===== src/design/srec_pkg.sv =====
`timescale 1ns / 1ps

package srec_pkg;

    localparam logic [1:0] CMD_NAME = 2'd0;
    localparam logic [1:0] CMD_HDR  = 2'd1;
    localparam logic [1:0] CMD_DATA = 2'd2;
    localparam logic [1:0] CMD_FIN  = 2'd3;

    localparam logic [1:0] REC_S0 = 2'd0;
    localparam logic [1:0] REC_S3 = 2'd1;
    localparam logic [1:0] REC_S7 = 2'd2;

    localparam logic [1:0] WORD_TYPE = 2'd0;
    localparam logic [1:0] WORD_HEX  = 2'd1;
    localparam logic [1:0] WORD_NL   = 2'd2;

    localparam logic [1:0] BSEL_COUNT = 2'd0;
    localparam logic [1:0] BSEL_ADDR  = 2'd1;
    localparam logic [1:0] BSEL_DATA  = 2'd2;
    localparam logic [1:0] BSEL_CHK   = 2'd3;

    localparam logic [31:0] BASE_RESET = 32'h2000_0000;

    localparam logic [7:0] S0_COUNT_BASE = 8'd3;
    localparam logic [7:0] S3_COUNT_BASE = 8'd5;
    localparam logic [7:0] S7_COUNT      = 8'd5;

    localparam logic [6:0] CH_S    = 7'h53;
    localparam logic [6:0] CH_NL   = 7'h0A;
    localparam logic [6:0] CH_ZERO = 7'h30;
    localparam logic [6:0] CH_A_M10 = 7'h37;

    localparam logic [1:0] CNT_PAIR   = 2'd2;
    localparam logic [1:0] CNT_SINGLE = 2'd1;

    typedef struct packed {
        logic       emit;
        logic [1:0] word;
        logic [1:0] rec;
        logic [1:0] bsel;
        logic [1:0] abyte;
        logic       last;
        logic       wr_name;
        logic       wr_data;
        logic       idx_clr;
        logic       idx_inc;
        logic       flush_done;
        logic       fin_done;
    } t_dp_cmd;

    typedef struct packed {
        logic out_free;
        logic fill_empty;
        logic fill_almost;
        logic data_empty;
        logic data_last;
    } t_dp_sts;

    function automatic logic [6:0] hex_char(input logic [3:0] d);
        logic [6:0] v;
        v = {3'b000, d};
        if (d < 4'd10) begin
            return CH_ZERO + v;
        end
        return CH_A_M10 + v;
    endfunction

    function automatic logic [6:0] rec_char(input logic [1:0] rec);
        logic [6:0] c;
        case (rec)
            REC_S0:  c = CH_ZERO;
            REC_S3:  c = CH_ZERO + 7'd3;
            REC_S7:  c = CH_ZERO + 7'd7;
            default: c = CH_ZERO;
        endcase
        return c;
    endfunction

endpackage


===== src/design/srec_ram.sv =====
`timescale 1ns / 1ps

module srec_ram #(
    parameter int WIDTH = 8,
    parameter int DEPTH = 32,
    localparam int AW = (DEPTH > 1) ? $clog2(DEPTH) : 1
) (
    input  logic             i_clk,
    input  logic             i_we,
    input  logic [AW-1:0]    i_waddr,
    input  logic [WIDTH-1:0] i_wdata,
    input  logic [AW-1:0]    i_raddr,
    output logic [WIDTH-1:0] o_rdata
);

    logic [WIDTH-1:0] r_mem [DEPTH];
    logic [WIDTH-1:0] r_rdata;

    always_ff @(posedge i_clk) begin
        if (i_we) begin
            r_mem[i_waddr] <= i_wdata;
        end
        r_rdata <= r_mem[i_raddr];
    end

    assign o_rdata = r_rdata;

endmodule


===== src/design/srec_ctrl.sv =====
`timescale 1ns / 1ps

module srec_ctrl (
    input  logic                i_clk,
    input  logic                i_rst_n,
    input  logic                i_in_valid,
    input  logic [1:0]          i_in_cmd,
    output logic                o_in_ready,
    input  srec_pkg::t_dp_sts   i_sts,
    output srec_pkg::t_dp_cmd   o_cmd
);

    localparam logic [2:0] ST_IDLE  = 3'd0;
    localparam logic [2:0] ST_TYPE  = 3'd1;
    localparam logic [2:0] ST_COUNT = 3'd2;
    localparam logic [2:0] ST_ADDR  = 3'd3;
    localparam logic [2:0] ST_DATA  = 3'd4;
    localparam logic [2:0] ST_CHK   = 3'd5;
    localparam logic [2:0] ST_NL    = 3'd6;

    logic [2:0] r_state, n_state;
    logic [1:0] r_rec, n_rec;
    logic [1:0] r_abyte, n_abyte;
    logic       r_fin, n_fin;

    always_ff @(posedge i_clk) begin
        if (!i_rst_n) begin
            r_state <= ST_IDLE;
            r_rec   <= srec_pkg::REC_S0;
            r_abyte <= 2'd0;
            r_fin   <= 1'b0;
        end else begin
            r_state <= n_state;
            r_rec   <= n_rec;
            r_abyte <= n_abyte;
            r_fin   <= n_fin;
        end
    end

    assign o_in_ready = (r_state == ST_IDLE);

    always_comb begin
        n_state = r_state;
        n_rec   = r_rec;
        n_abyte = r_abyte;
        n_fin   = r_fin;
        o_cmd       = '0;
        o_cmd.rec   = r_rec;
        o_cmd.abyte = r_abyte;
        o_cmd.word  = srec_pkg::WORD_HEX;
        o_cmd.bsel  = srec_pkg::BSEL_COUNT;
        case (r_state)
            ST_IDLE: begin
                if (i_in_valid) begin
                    case (i_in_cmd)
                        srec_pkg::CMD_NAME: begin
                            o_cmd.wr_name = 1'b1;
                        end
                        srec_pkg::CMD_HDR: begin
                            n_rec   = srec_pkg::REC_S0;
                            n_fin   = 1'b0;
                            n_state = ST_TYPE;
                        end
                        srec_pkg::CMD_DATA: begin
                            o_cmd.wr_data = 1'b1;
                            if (i_sts.fill_almost) begin
                                n_rec   = srec_pkg::REC_S3;
                                n_fin   = 1'b0;
                                n_state = ST_TYPE;
                            end
                        end
                        default: begin
                            n_fin   = 1'b1;
                            n_rec   = i_sts.fill_empty ? srec_pkg::REC_S7 : srec_pkg::REC_S3;
                            n_state = ST_TYPE;
                        end
                    endcase
                end
            end
            ST_TYPE: begin
                o_cmd.word = srec_pkg::WORD_TYPE;
                if (i_sts.out_free) begin
                    o_cmd.emit    = 1'b1;
                    o_cmd.idx_clr = 1'b1;
                    n_state       = ST_COUNT;
                end
            end
            ST_COUNT: begin
                o_cmd.bsel = srec_pkg::BSEL_COUNT;
                if (i_sts.out_free) begin
                    o_cmd.emit = 1'b1;
                    n_abyte    = (r_rec == srec_pkg::REC_S0) ? 2'd1 : 2'd3;
                    n_state    = ST_ADDR;
                end
            end
            ST_ADDR: begin
                o_cmd.bsel = srec_pkg::BSEL_ADDR;
                if (i_sts.out_free) begin
                    o_cmd.emit = 1'b1;
                    if (r_abyte != 2'd0) begin
                        n_abyte = r_abyte - 2'd1;
                    end else if (r_rec == srec_pkg::REC_S7 || i_sts.data_empty) begin
                        n_state = ST_CHK;
                    end else begin
                        n_state = ST_DATA;
                    end
                end
            end
            ST_DATA: begin
                o_cmd.bsel = srec_pkg::BSEL_DATA;
                if (i_sts.out_free) begin
                    o_cmd.emit = 1'b1;
                    if (i_sts.data_last) begin
                        n_state = ST_CHK;
                    end else begin
                        o_cmd.idx_inc = 1'b1;
                    end
                end
            end
            ST_CHK: begin
                o_cmd.bsel = srec_pkg::BSEL_CHK;
                if (i_sts.out_free) begin
                    o_cmd.emit = 1'b1;
                    n_state    = ST_NL;
                end
            end
            ST_NL: begin
                o_cmd.word = srec_pkg::WORD_NL;
                o_cmd.last = !(r_rec == srec_pkg::REC_S3 && r_fin);
                if (i_sts.out_free) begin
                    o_cmd.emit = 1'b1;
                    n_state    = ST_IDLE;
                    if (r_rec == srec_pkg::REC_S3) begin
                        o_cmd.flush_done = 1'b1;
                        if (r_fin) begin
                            n_rec   = srec_pkg::REC_S7;
                            n_state = ST_TYPE;
                        end
                    end else if (r_rec == srec_pkg::REC_S7) begin
                        o_cmd.fin_done = 1'b1;
                        n_fin          = 1'b0;
                    end
                end
            end
            default: begin
                n_state = ST_IDLE;
            end
        endcase
    end

endmodule


===== src/design/srec_dp.sv =====
`timescale 1ns / 1ps

module srec_dp #(
    parameter int RECORD_BYTES = 32,
    parameter int NAME_BYTES   = 32
) (
    input  logic               i_clk,
    input  logic               i_rst_n,
    input  logic [7:0]         i_data_byte,
    input  logic               i_cfg_we,
    input  logic [31:0]        i_cfg_wdata,
    input  logic               i_out_ready,
    output logic               o_out_valid,
    output logic [6:0]         o_first_char,
    output logic [6:0]         o_second_char,
    output logic [1:0]         o_char_count,
    output logic               o_out_last,
    input  srec_pkg::t_dp_cmd  i_cmd,
    output srec_pkg::t_dp_sts  o_sts
);

    localparam int NCW = $clog2(NAME_BYTES + 1);
    localparam int RCW = $clog2(RECORD_BYTES + 1);
    localparam int NAW = (NAME_BYTES > 1) ? $clog2(NAME_BYTES) : 1;
    localparam int RAW = (RECORD_BYTES > 1) ? $clog2(RECORD_BYTES) : 1;
    localparam int IW  = (NCW > RCW) ? NCW : RCW;

    logic [NCW-1:0] r_name_len;
    logic [RCW-1:0] r_fill;
    logic [31:0]    r_base;
    logic [31:0]    r_cur;
    logic [IW-1:0]  r_idx, n_idx;
    logic [7:0]     r_sum;
    logic           r_out_valid;
    logic [6:0]     r_first, n_first;
    logic [6:0]     r_second, n_second;
    logic [1:0]     r_count, n_count;
    logic           r_last;

    logic           name_we;
    logic [7:0]     name_rdata;
    logic [7:0]     rec_rdata;
    logic [IW-1:0]  len_sel;
    logic [31:0]    addr_word;
    logic [7:0]     cur_byte;

    assign name_we = i_cmd.wr_name && (r_name_len < NCW'(NAME_BYTES));

    always_comb begin
        if (i_cmd.idx_clr) begin
            n_idx = '0;
        end else if (i_cmd.idx_inc) begin
            n_idx = r_idx + IW'(1);
        end else begin
            n_idx = r_idx;
        end
    end

    srec_ram #(.WIDTH(8), .DEPTH(NAME_BYTES)) u_name_ram (
        .i_clk   (i_clk),
        .i_we    (name_we),
        .i_waddr (r_name_len[NAW-1:0]),
        .i_wdata (i_data_byte),
        .i_raddr (n_idx[NAW-1:0]),
        .o_rdata (name_rdata)
    );

    srec_ram #(.WIDTH(8), .DEPTH(RECORD_BYTES)) u_rec_ram (
        .i_clk   (i_clk),
        .i_we    (i_cmd.wr_data),
        .i_waddr (r_fill[RAW-1:0]),
        .i_wdata (i_data_byte),
        .i_raddr (n_idx[RAW-1:0]),
        .o_rdata (rec_rdata)
    );

    assign len_sel = (i_cmd.rec == srec_pkg::REC_S0) ? IW'(r_name_len) : IW'(r_fill);

    assign o_sts.out_free    = !r_out_valid || i_out_ready;
    assign o_sts.fill_empty  = (r_fill == '0);
    assign o_sts.fill_almost = (r_fill == RCW'(RECORD_BYTES - 1));
    assign o_sts.data_empty  = (len_sel == '0);
    assign o_sts.data_last   = ((r_idx + IW'(1)) == len_sel);

    always_comb begin
        case (i_cmd.rec)
            srec_pkg::REC_S3: addr_word = r_cur;
            srec_pkg::REC_S7: addr_word = r_base;
            default:          addr_word = '0;
        endcase
    end

    always_comb begin
        case (i_cmd.bsel)
            srec_pkg::BSEL_COUNT: begin
                case (i_cmd.rec)
                    srec_pkg::REC_S0: cur_byte = 8'(r_name_len) + srec_pkg::S0_COUNT_BASE;
                    srec_pkg::REC_S3: cur_byte = 8'(r_fill) + srec_pkg::S3_COUNT_BASE;
                    default:          cur_byte = srec_pkg::S7_COUNT;
                endcase
            end
            srec_pkg::BSEL_ADDR: cur_byte = addr_word[{i_cmd.abyte, 3'b000} +: 8];
            srec_pkg::BSEL_DATA: begin
                cur_byte = (i_cmd.rec == srec_pkg::REC_S0) ? name_rdata : rec_rdata;
            end
            default: cur_byte = ~r_sum;
        endcase
    end

    always_comb begin
        case (i_cmd.word)
            srec_pkg::WORD_TYPE: begin
                n_first  = srec_pkg::CH_S;
                n_second = srec_pkg::rec_char(i_cmd.rec);
                n_count  = srec_pkg::CNT_PAIR;
            end
            srec_pkg::WORD_NL: begin
                n_first  = srec_pkg::CH_NL;
                n_second = 7'd0;
                n_count  = srec_pkg::CNT_SINGLE;
            end
            default: begin
                n_first  = srec_pkg::hex_char(cur_byte[7:4]);
                n_second = srec_pkg::hex_char(cur_byte[3:0]);
                n_count  = srec_pkg::CNT_PAIR;
            end
        endcase
    end

    always_ff @(posedge i_clk) begin
        if (!i_rst_n) begin
            r_name_len  <= '0;
            r_fill      <= '0;
            r_base      <= srec_pkg::BASE_RESET;
            r_cur       <= srec_pkg::BASE_RESET;
            r_out_valid <= 1'b0;
        end else begin
            if (name_we) begin
                r_name_len <= r_name_len + NCW'(1);
            end
            if (i_cmd.wr_data) begin
                r_fill <= r_fill + RCW'(1);
            end
            if (i_cmd.flush_done) begin
                r_fill <= '0;
                r_cur  <= r_cur + 32'(RECORD_BYTES);
            end
            if (i_cmd.fin_done) begin
                r_fill <= '0;
                r_cur  <= r_base;
            end
            if (i_cfg_we) begin
                r_base <= i_cfg_wdata;
                r_cur  <= i_cfg_wdata;
            end
            if (i_cmd.emit) begin
                r_out_valid <= 1'b1;
            end else if (i_out_ready) begin
                r_out_valid <= 1'b0;
            end
        end
    end

    always_ff @(posedge i_clk) begin
        r_idx <= n_idx;
        if (i_cmd.emit && i_cmd.word == srec_pkg::WORD_TYPE) begin
            r_sum <= 8'd0;
        end else if (i_cmd.emit && i_cmd.word == srec_pkg::WORD_HEX
                     && i_cmd.bsel != srec_pkg::BSEL_CHK) begin
            r_sum <= r_sum + cur_byte;
        end
        if (i_cmd.emit) begin
            r_first  <= n_first;
            r_second <= n_second;
            r_count  <= n_count;
            r_last   <= i_cmd.last;
        end
    end

    assign o_out_valid   = r_out_valid;
    assign o_first_char  = r_first;
    assign o_second_char = r_second;
    assign o_char_count  = r_count;
    assign o_out_last    = r_last;

`ifndef SYNTH
    a_emit_free: assert property (@(posedge i_clk) disable iff (!i_rst_n)
        i_cmd.emit |-> (!r_out_valid || i_out_ready))
        else $error("word loaded over an untaken word");

    a_fill_room: assert property (@(posedge i_clk) disable iff (!i_rst_n)
        i_cmd.wr_data |-> (r_fill < RCW'(RECORD_BYTES)))
        else $error("data byte written into a full record buffer");

    a_flush_clear: assert property (@(posedge i_clk) disable iff (!i_rst_n)
        i_cmd.flush_done |=> (r_fill == '0))
        else $error("record fill not cleared after flush");

    a_fin_reload: assert property (@(posedge i_clk) disable iff (!i_rst_n)
        i_cmd.fin_done |=> (r_cur == r_base))
        else $error("current address not reloaded after finish");
`endif

endmodule


===== src/design/srecord_s3_encoder_core.sv =====
`timescale 1ns / 1ps

// S-record encoder: turns name and data bytes into S0/S3/S7 text, one
// or two characters per output word.
// Input stream: tuser carries the command (name byte, header end, data
// byte, finish), tdata carries the byte for name and data commands.
// Output stream: tdata carries first_char, second_char and char_count;
// tlast marks the final word caused by one input word.
// A name byte, or a data byte that does not complete a record, is taken
// and yields nothing, the input side staying ready. Header end, the data
// byte that fills a record, and finish take the input side off ready until
// the last word of the record text is loaded (on finish with data, of S7).
// Each output word is loaded once the output register is free; the first
// word of a record is loaded in the TYPE state after the command is taken.
// A full 32-byte record is 40 words, and the input side is not ready for
// another data byte while the 40 words of each record go out.
// Receiver stall: the output register holds its word and the sequencer
// waits; no word is dropped.
// Reset clears name length, record fill and the output valid, and loads
// base and current address with 0x20000000. A write on the config port
// loads both base and current address.
module srecord_s3_encoder_core #(
    parameter int RECORD_BYTES = 32,
    parameter int NAME_BYTES   = 32
) (
    input  logic        i_clk,
    input  logic        i_rst_n,
    input  logic        i_s_axis_tvalid,
    output logic        o_s_axis_tready,
    input  logic [7:0]  i_s_axis_tdata,   // data_byte
    input  logic [1:0]  i_s_axis_tuser,   // command
    output logic        o_m_axis_tvalid,
    input  logic        i_m_axis_tready,
    output logic [15:0] o_m_axis_tdata,   // first_char, second_char, char_count
    output logic        o_m_axis_tlast,
    input  logic        i_cfg_we,
    input  logic [31:0] i_cfg_wdata
);

    srec_pkg::t_dp_cmd cmd;
    srec_pkg::t_dp_sts sts;
    logic [6:0]        first_char;
    logic [6:0]        second_char;
    logic [1:0]        char_count;

    srec_ctrl u_ctrl (
        .i_clk      (i_clk),
        .i_rst_n    (i_rst_n),
        .i_in_valid (i_s_axis_tvalid),
        .i_in_cmd   (i_s_axis_tuser),
        .o_in_ready (o_s_axis_tready),
        .i_sts      (sts),
        .o_cmd      (cmd)
    );

    srec_dp #(
        .RECORD_BYTES (RECORD_BYTES),
        .NAME_BYTES   (NAME_BYTES)
    ) u_dp (
        .i_clk         (i_clk),
        .i_rst_n       (i_rst_n),
        .i_data_byte   (i_s_axis_tdata),
        .i_cfg_we      (i_cfg_we),
        .i_cfg_wdata   (i_cfg_wdata),
        .i_out_ready   (i_m_axis_tready),
        .o_out_valid   (o_m_axis_tvalid),
        .o_first_char  (first_char),
        .o_second_char (second_char),
        .o_char_count  (char_count),
        .o_out_last    (o_m_axis_tlast),
        .i_cmd         (cmd),
        .o_sts         (sts)
    );

    assign o_m_axis_tdata = {char_count, second_char, first_char};

endmodule

===== config.mk =====
export PLATFORM = sky130hd
export DESIGN_NAME = srecord_s3_encoder_core
export DESIGN_NICKNAME = d
export VERILOG_FILES = /design/src/design/srec_pkg.sv /design/src/design/srec_ram.sv /design/src/design/srec_ctrl.sv /design/src/design/srec_dp.sv /design/src/design/srecord_s3_encoder_core.sv
export SDC_FILE = /design/constraint.sdc
export NUM_CORES = 1
export LEC_CHECK = 0
export ABC_AREA = 0
export BUFFER_PORTS_ARGS = -buffer_cell sky130_fd_sc_hd__buf_2
export CAP_MARGIN = 0
export CORE_MARGIN = 2
export CORE_UTILIZATION = 30
export CTS_BUF_LIST = sky130_fd_sc_hd__clkbuf_8
export CTS_CLUSTER_SIZE = 10
export DETAILED_ROUTE_END_ITERATION = 6
export SLEW_MARGIN = 20
export SYNTH_ARGS = -nofsm -noshare
export SYNTH_HDL_FRONTEND = slang
export SYNTH_SLANG_ARGS = --single-unit

===== constraint.sdc =====
create_clock -name i_clk -period 9.3 [get_ports i_clk]
set_input_delay 1.395 -clock i_clk [delete_from_list [all_inputs] [get_ports i_clk]]
set_output_delay 1.395 -clock i_clk [all_outputs]
set_load 0.1 [all_outputs]

# After elaboration in Yosys (flattened, before gate mapping)
# Memory sizes are Yosys's and may differ from the RTL's. A register that Yosys moved wholly into a read port is not among the register bits.
# Cells that the tools add are included.
# classes
n_mul,0
order_cmp,3
div_mod_pow,0
eq_ne,33
n_mux,80
shifts,1
n_addsub,12
reduce_logical,28
bitwise,2
# ops
cell,count
2-to-1 mux 32 bit,3
case mux 32 bit (2 select lines),1
2-to-1 mux 3 bit,11
"adder 32 x 6 -> 32 bit, second input constant",1
variable part select 32 x 6 -> 8 bit,1
2-to-1 mux 2 bit,15
"adder 6 x 4 -> 7 bit, first input constant",4
2-to-1 mux 1 bit,28
2-to-1 mux 7 bit,4
case mux 7 bit (2 select lines),2
"inequality test 2 bit, second input constant",12
case mux 8 bit (3 select lines),1
case mux 3 bit (7 select lines),1
"adder 6 x 1 -> 6 bit, second input constant",3
case mux 8 bit (2 select lines),1
AND reduction 7 bit,2
zero test 6 bit,2
case mux 2 bit (2 select lines),3
case mux 2 bit (3 select lines),2
case mux 3 bit (2 select lines),2
AND reduction 11 bit,1
2-to-1 mux 5 bit,2
"equality test 3 bit, second input constant",3
adder 8 bit,1
other kinds (30),53
# word_totals
memories,2
reg_bits,116
in_bits,47
rom_bits,0
word_cells,177
latch_bits,0
ramBits,512
output_inout_bits,19
# memory_table
memory,words,width,read_ports,rd_clocked_by_memory_dff,write_ports,line,rtl
u_dp.u_name_ram.r_mem,32,8,1,1,1,srec_ram.sv:16,logic [WIDTH-1:0] r_mem [DEPTH];
u_dp.u_rec_ram.r_mem,32,8,1,1,1,srec_ram.sv:16,

# Longest topological paths before layout
# depth
depth_word,9
depth_mapped,23
ltp_nobuf,20

# Modules after synthesis
# A second synthesis with hierarchy kept.
# unflattened
hier_cells,1749
hier_area_um2,27596.5
# by_module_without_submodules
mod,cells_each,area_each_um2,seq_area_each_um2,n_inst
srec_ram,417,10053.4,7847.5,2
srec_dp,823,6792.8,2332.2,1
srec_ctrl,92,696.9,160.2,1

# Worst setup path after synthesis
# Ideal clock, no wire load.
# synth_timing
path_kind,register -> register
from,register u_ctrl.r_state[0]
to,"memory u_dp.u_name_ram.r_mem[15][0], enable pin"
arrival_time_ns,4.467
path_slack_ns,4.460
stages_incl_launch_ff,7
required_time_ns,8.926
path_buffers,1
period_less_slack_ns,4.840
setup_ns,0.374
cell_sequence,dfxtp_1 -> clkbuf_1 -> nor3_1 -> nand2_1 -> nor3b_1 -> nand2_1 -> nor2_1
# synth_via
elab_chain_cells,5
# synth_lines
element,line,rtl
from (decl),srec_ctrl.sv:21,"logic [2:0] r_state, n_state;"
from (signal assigned),srec_ctrl.sv:33,r_state <= n_state;
zero test 3 bit,--,
via o_s_axis_tready,srecord_s3_encoder_core.sv:29,"output logic o_s_axis_tready,"
2-to-1 mux 2 bit,srec_ctrl.sv:52,case (r_state)
logical AND 1 bit,srec_dp.sv:47,assign name_we = i_cmd.wr_name && (r_name_len < NCW'(NAME_BYTES));
2-to-1 mux 1 bit,srec_ram.sv:20,if (i_we) begin
2-to-1 mux 1 bit (implied by the code),srec_ram.sv:21,r_mem[i_waddr] <= i_wdata;
to (decl),srec_ram.sv:16,
# The timed path passes the listed nets, and every way through them passes these cells.

# Worst setup path in the final report
# layout_timing
from,register u_ctrl.r_rec[1]
to,"register u_dp.u_rec_ram.r_rdata[1] (netlist: u_dp.u_rec_ram.o_rdata[1]), read port of u_dp.u_rec_ram.r_mem"
# layout_via
elab_chain_cells,8
# layout_lines
element,line,rtl
from (decl),srec_ctrl.sv:22,"logic [1:0] r_rec, n_rec;"
from (signal assigned),srec_ctrl.sv:29,r_rec <= srec_pkg::REC_S0;
from (signal assigned),srec_ctrl.sv:34,r_rec <= n_rec;
zero test 2 bit,srec_dp.sv:77,assign len_sel = (i_cmd.rec == srec_pkg::REC_S0) ? IW'(r_name_len) : IW'(r_fill);
2-to-1 mux 6 bit,srec_dp.sv:77,
equality test 6 bit,srec_dp.sv:83,assign o_sts.data_last = ((r_idx + IW'(1)) == len_sel);
2-to-1 mux 1 bit,srec_ctrl.sv:113,if (i_sts.data_last) begin
2-to-1 mux 1 bit,srec_ctrl.sv:111,if (i_sts.out_free) begin
2-to-1 mux 1 bit,srec_ctrl.sv:52,
2-to-1 mux 5 bit,srec_dp.sv:52,end else if (i_cmd.idx_inc) begin
2-to-1 mux 5 bit,srec_dp.sv:50,if (i_cmd.idx_clr) begin
to (decl),srec_ram.sv:17,logic [WIDTH-1:0] r_rdata;
# No other way between the ends.
# A chain may end at the register's enable or synchronous reset.

==> impl_metrics.py <==
metrics = {
    "outcome": {
        "status": "finished clean",
    },
    "clocking": {
        "insertion_delay_ns": 0.73,
        "cts_sinks": 644,
        "ctsHtreeMaxLevel": 3,
        "clkTransAtPathRegs_ns": 0.06,
        "cts_made_buffers": 103,
        "ctsResizeCount": 0,
        "cts_setup_buffers": 0,
        "cts_hold_buf": 0,
        "cts_buffer_depth": 3,
        "cts_tree": "done",
        "cts-root-buf": "clkbuf_8",
    },
    "final_layout": {
        "multi_input_area_um2": 8890,
        "area_growth_syn_to_layout_pct": 12.5,
        "seqCellArea_um2": 18200,
        "nNetsFinal": 2300,
        "num-fill-cells": 8926,
        "stdcell_count": 3492,
        "drive_above_1_share": 0.120,
    },
    "sta": {
        "period_share": 0.622,
        "worst_pin_slew_ns": 1.06,
        "final_hold_viol_count": 0,
        "fin_tns_setup_ns": 0,
        "clock-skew-final_ns": 0.0558,
        "finalSetupViolCount": 0,
        "maxSlewHeadroom": 0.290,
        "rsz0062_at_grt": "false",
        "worst_slack_ns": 3.51,
        "clock.fmax_ghz": 0.173,
        "holdWs_ns": 0.480,
        "period_needed_ns": 5.79,
        "slew_violations": 0,
    },
    "global_routing": {
        "grt_pass1_wl_mm": 108,
        "grt_pass1_vias": 17699,
        "antenna_found_initial": 0,
        "track_usage": 0.148,
        "gr-total-overflow": 0,
        "grt_max_degree": 76,
    },
    "min_path": {
        "hold_end": "u_dp.r_cur[31]",
        "holdCritStartpoint": "u_dp.r_cur[31]",
        "hold_path.class": "reg -> reg",
        "worstHoldPathCells": 2,
    },
    "drt": {
        "antenna_left": 0,
        "drt_wl_total_mm": 71.9,
        "drt_iter0_drc": 1773,
        "avgRoutedWirePerCell_um": 20.6,
        "vias": 18241,
        "vias_per_cell": 5.22,
        "drc": 0,
        "dr.pass1.iters": 5,
    },
    "placement": {
        "finalWeightedCongestion": 0.868,
        "post-place-ws_ns": 3.24,
        "dp.cells": 3307,
        "dp_hpwl_mm": 44.9,
        "port_buffers": 65,
    },
    "logic_synthesis": {
        "postSynthAreaPerCell_um2": 12.9,
        "synth_warnings": 0,
        "async_flop_share": 0,
        "ys.flop_type": "edfxtp_1",
        "synth.distinct_cells": 69,
        "yosysSeqAreaShare": 0.655,
        "synthesis.area_um2": 27700,
        "ys_ff_latch": 644,
        "synth-edff-count": 529,
        "synth_top_cell_by_area": "edfxtp_1",
        "synth_nets": 2232,
        "synth.area.top_cells": "edfxtp_1 (57%), dfxtp_1 (8.3%), mux2i_1 (8.0%)",
        "netlist.area_leader.share": 0.572,
        "synthCells": 2158,
    },
    "critical_path": {
        "crit_top_cell": "buf_4",
        "critical_path_class": "reg -> reg",
        "cpMaxStageDelayCell": "buf_4",
        "worst-path-buf-inv": 5,
        "cp-end-kind": "register",
        "cp.arrival_ns": 6.36,
        "path_max_fanout": 71,
        "rr_worst_depth": 15,
        "cp_data_required_time_ns": 9.87,
        "critPathTopFamily": "buffers and inverters",
        "worst_setup_path_start_kind": "register",
        "cp_cell_sequence": "inv_1 -> ha_1 -> buf_4 -> mux2_1 -> xnor3_1 -> or4_1 -> a22oi_4 -> mux2i_4 -> buf_4 -> inv_6 -> buf_4 -> nand4_2 -> o22ai_1 -> a221oi_1 -> nand4_1",
        "reg2reg_from": "u_ctrl.r_rec[1]",
        "rrSetupSlack_ns": 3.51,
        "reg2reg_to": "u_dp.u_rec_ram.o_rdata[1]",
        "crit_path_max_incr_delay_ns": 0.66,
    },
    "floorplanning": {
        "dieArea_um2": 94900,
        "start_util": 0.303,
        "dieWidth_um": 308,
        "die_h_um": 308,
        "io_pins": 66,
        "core_area_um2": 91700,
        "num_rows": 111,
    },
    "power_and_ir_drop": {
        "powerDensity_nw_per_um2": 210,
        "power_leakage_nw": 10.1,
        "irDropWorstVdd_v": 0.0000926,
        "power.total_w": 0.00657,
    },
    "run": {
        "cap_violations": 0,
    },
}
## tightest hold or removal path, stage by stage (launching register included)
cell	delay, ns
dfxtp_1	0.32
nand2_1	0.06
a21oi_1	0.05
## cell type report
class | instances | area share
diodes | 1 | 0.0000802
clock buffers | 115 | 0.0507
clock inverters | 69 | 0.0111
inverters | 37 | 0.00465
multi-input cells | 1341 | 0.285
flip-flops and latches | 644 | 0.583
well taps | 1186 | 0.0475
repair buffers | 99 | 0.0186
## registers in the layout, indices dropped and copies added (netlist names)
name	flops
u_dp.r_base	32
u_dp.o_char_count	2
u_dp.u_rec_ram.r_mem	256
u_dp.r_fill	6
u_dp.r_cur	32
u_dp.r_sum	8
u_dp.u_rec_ram.o_rdata	8
u_dp.o_out_valid	1
u_ctrl.r_abyte	2
u_dp.u_name_ram.r_mem	256
u_dp.r_name_len	6
u_ctrl.r_state	3
u_dp.o_out_last	1
u_dp.o_second_char	7
u_ctrl.r_fin	1
u_ctrl.r_rec	2
u_dp.r_idx	6
u_dp.u_name_ram.o_rdata	8
u_dp.o_first_char	7
## layer usage
metal,global-route usage,vias to the layer above,part of all wire
li1,-,8324,-
met1,0.207,9063,0.45
met2,0.233,733,0.46
met3,0.0298,121,0.075
met4,0.0382,0,0.020
met5,0,-,0
## cell usage after synthesis, drive strengths merged (34+ instances only)
library cell	instances
a221oi	34
dfxtp	115
inv	36
buf	40
nor2	180
mux2i	224
nand2	233
a21oi	106
a31oi	40
edfxtp	529
clkbuf	96
and3	43
o21ai	58
## report_power, final
group / leakage [nW] / internal (W) / switching (W)
logic: 3.22 / 0.000261 / 0.000723
registers: 5.70 / 0.00322 / 0.0000732
clock network: 1.15 / 0.00116 / 0.00113
## stage by stage
step,instance area [µm²],util
after floorplan,27700,-
after global placement,29300,0.319
after detailed placement,29300,0.319
after CTS,31200,0.340
after global routing,31200,0.341
final,31200,0.341
## layout by cell type (no fill, tap or decap), types with 23 or more instances in the layout
master / count
o22a_1: 30
dfxtp_1: 115
nor2_1: 180
o21ai_0: 54
buf_4: 34
nand3_1: 25
a31oi_1: 40
edfxtp_1: 529
xnor2_1: 23
ha_1: 26
mux2i_1: 222
and3_1: 43
a221oi_1: 34
o22ai_1: 31
nand2_1: 233
nand4_1: 26
clkbuf_8: 115
a211oi_1: 23
inv_1: 76
a21oi_1: 106
buf_2: 65
## worst max-delay path by stage
stage                                               to              start  slack, ns  cells after the start
after global routing         u_dp.u_rec_ram.o_rdata[7]    u_ctrl.r_rec[0]       3.19                     15
after floorplan           u_dp.u_name_ram.r_mem[15][0]  u_ctrl.r_state[0]       4.46                      6
final                        u_dp.u_rec_ram.o_rdata[1]    u_ctrl.r_rec[1]       3.51                     15
after global placement       u_dp.u_rec_ram.o_rdata[3]    i_m_axis_tready       3.32                     13
after CTS                    u_dp.u_rec_ram.o_rdata[1]    u_ctrl.r_rec[1]       3.59                     15
after detailed placement     u_dp.u_rec_ram.o_rdata[7]    i_m_axis_tready       3.24                     13
## kinds of logic after synthesis
kind of cell | synth area share
AO/OA/AOI/OAI | 0.107
XOR/XNOR | 0.0119
adder cells (fa/ha/maj) | 0.0124
buffers and inverters | 0.0261
flip-flops | 0.655
multiplexers | 0.0904
AND/OR/NAND/NOR | 0.0971
No activity file was read; power rests on OpenSTA's default activity.
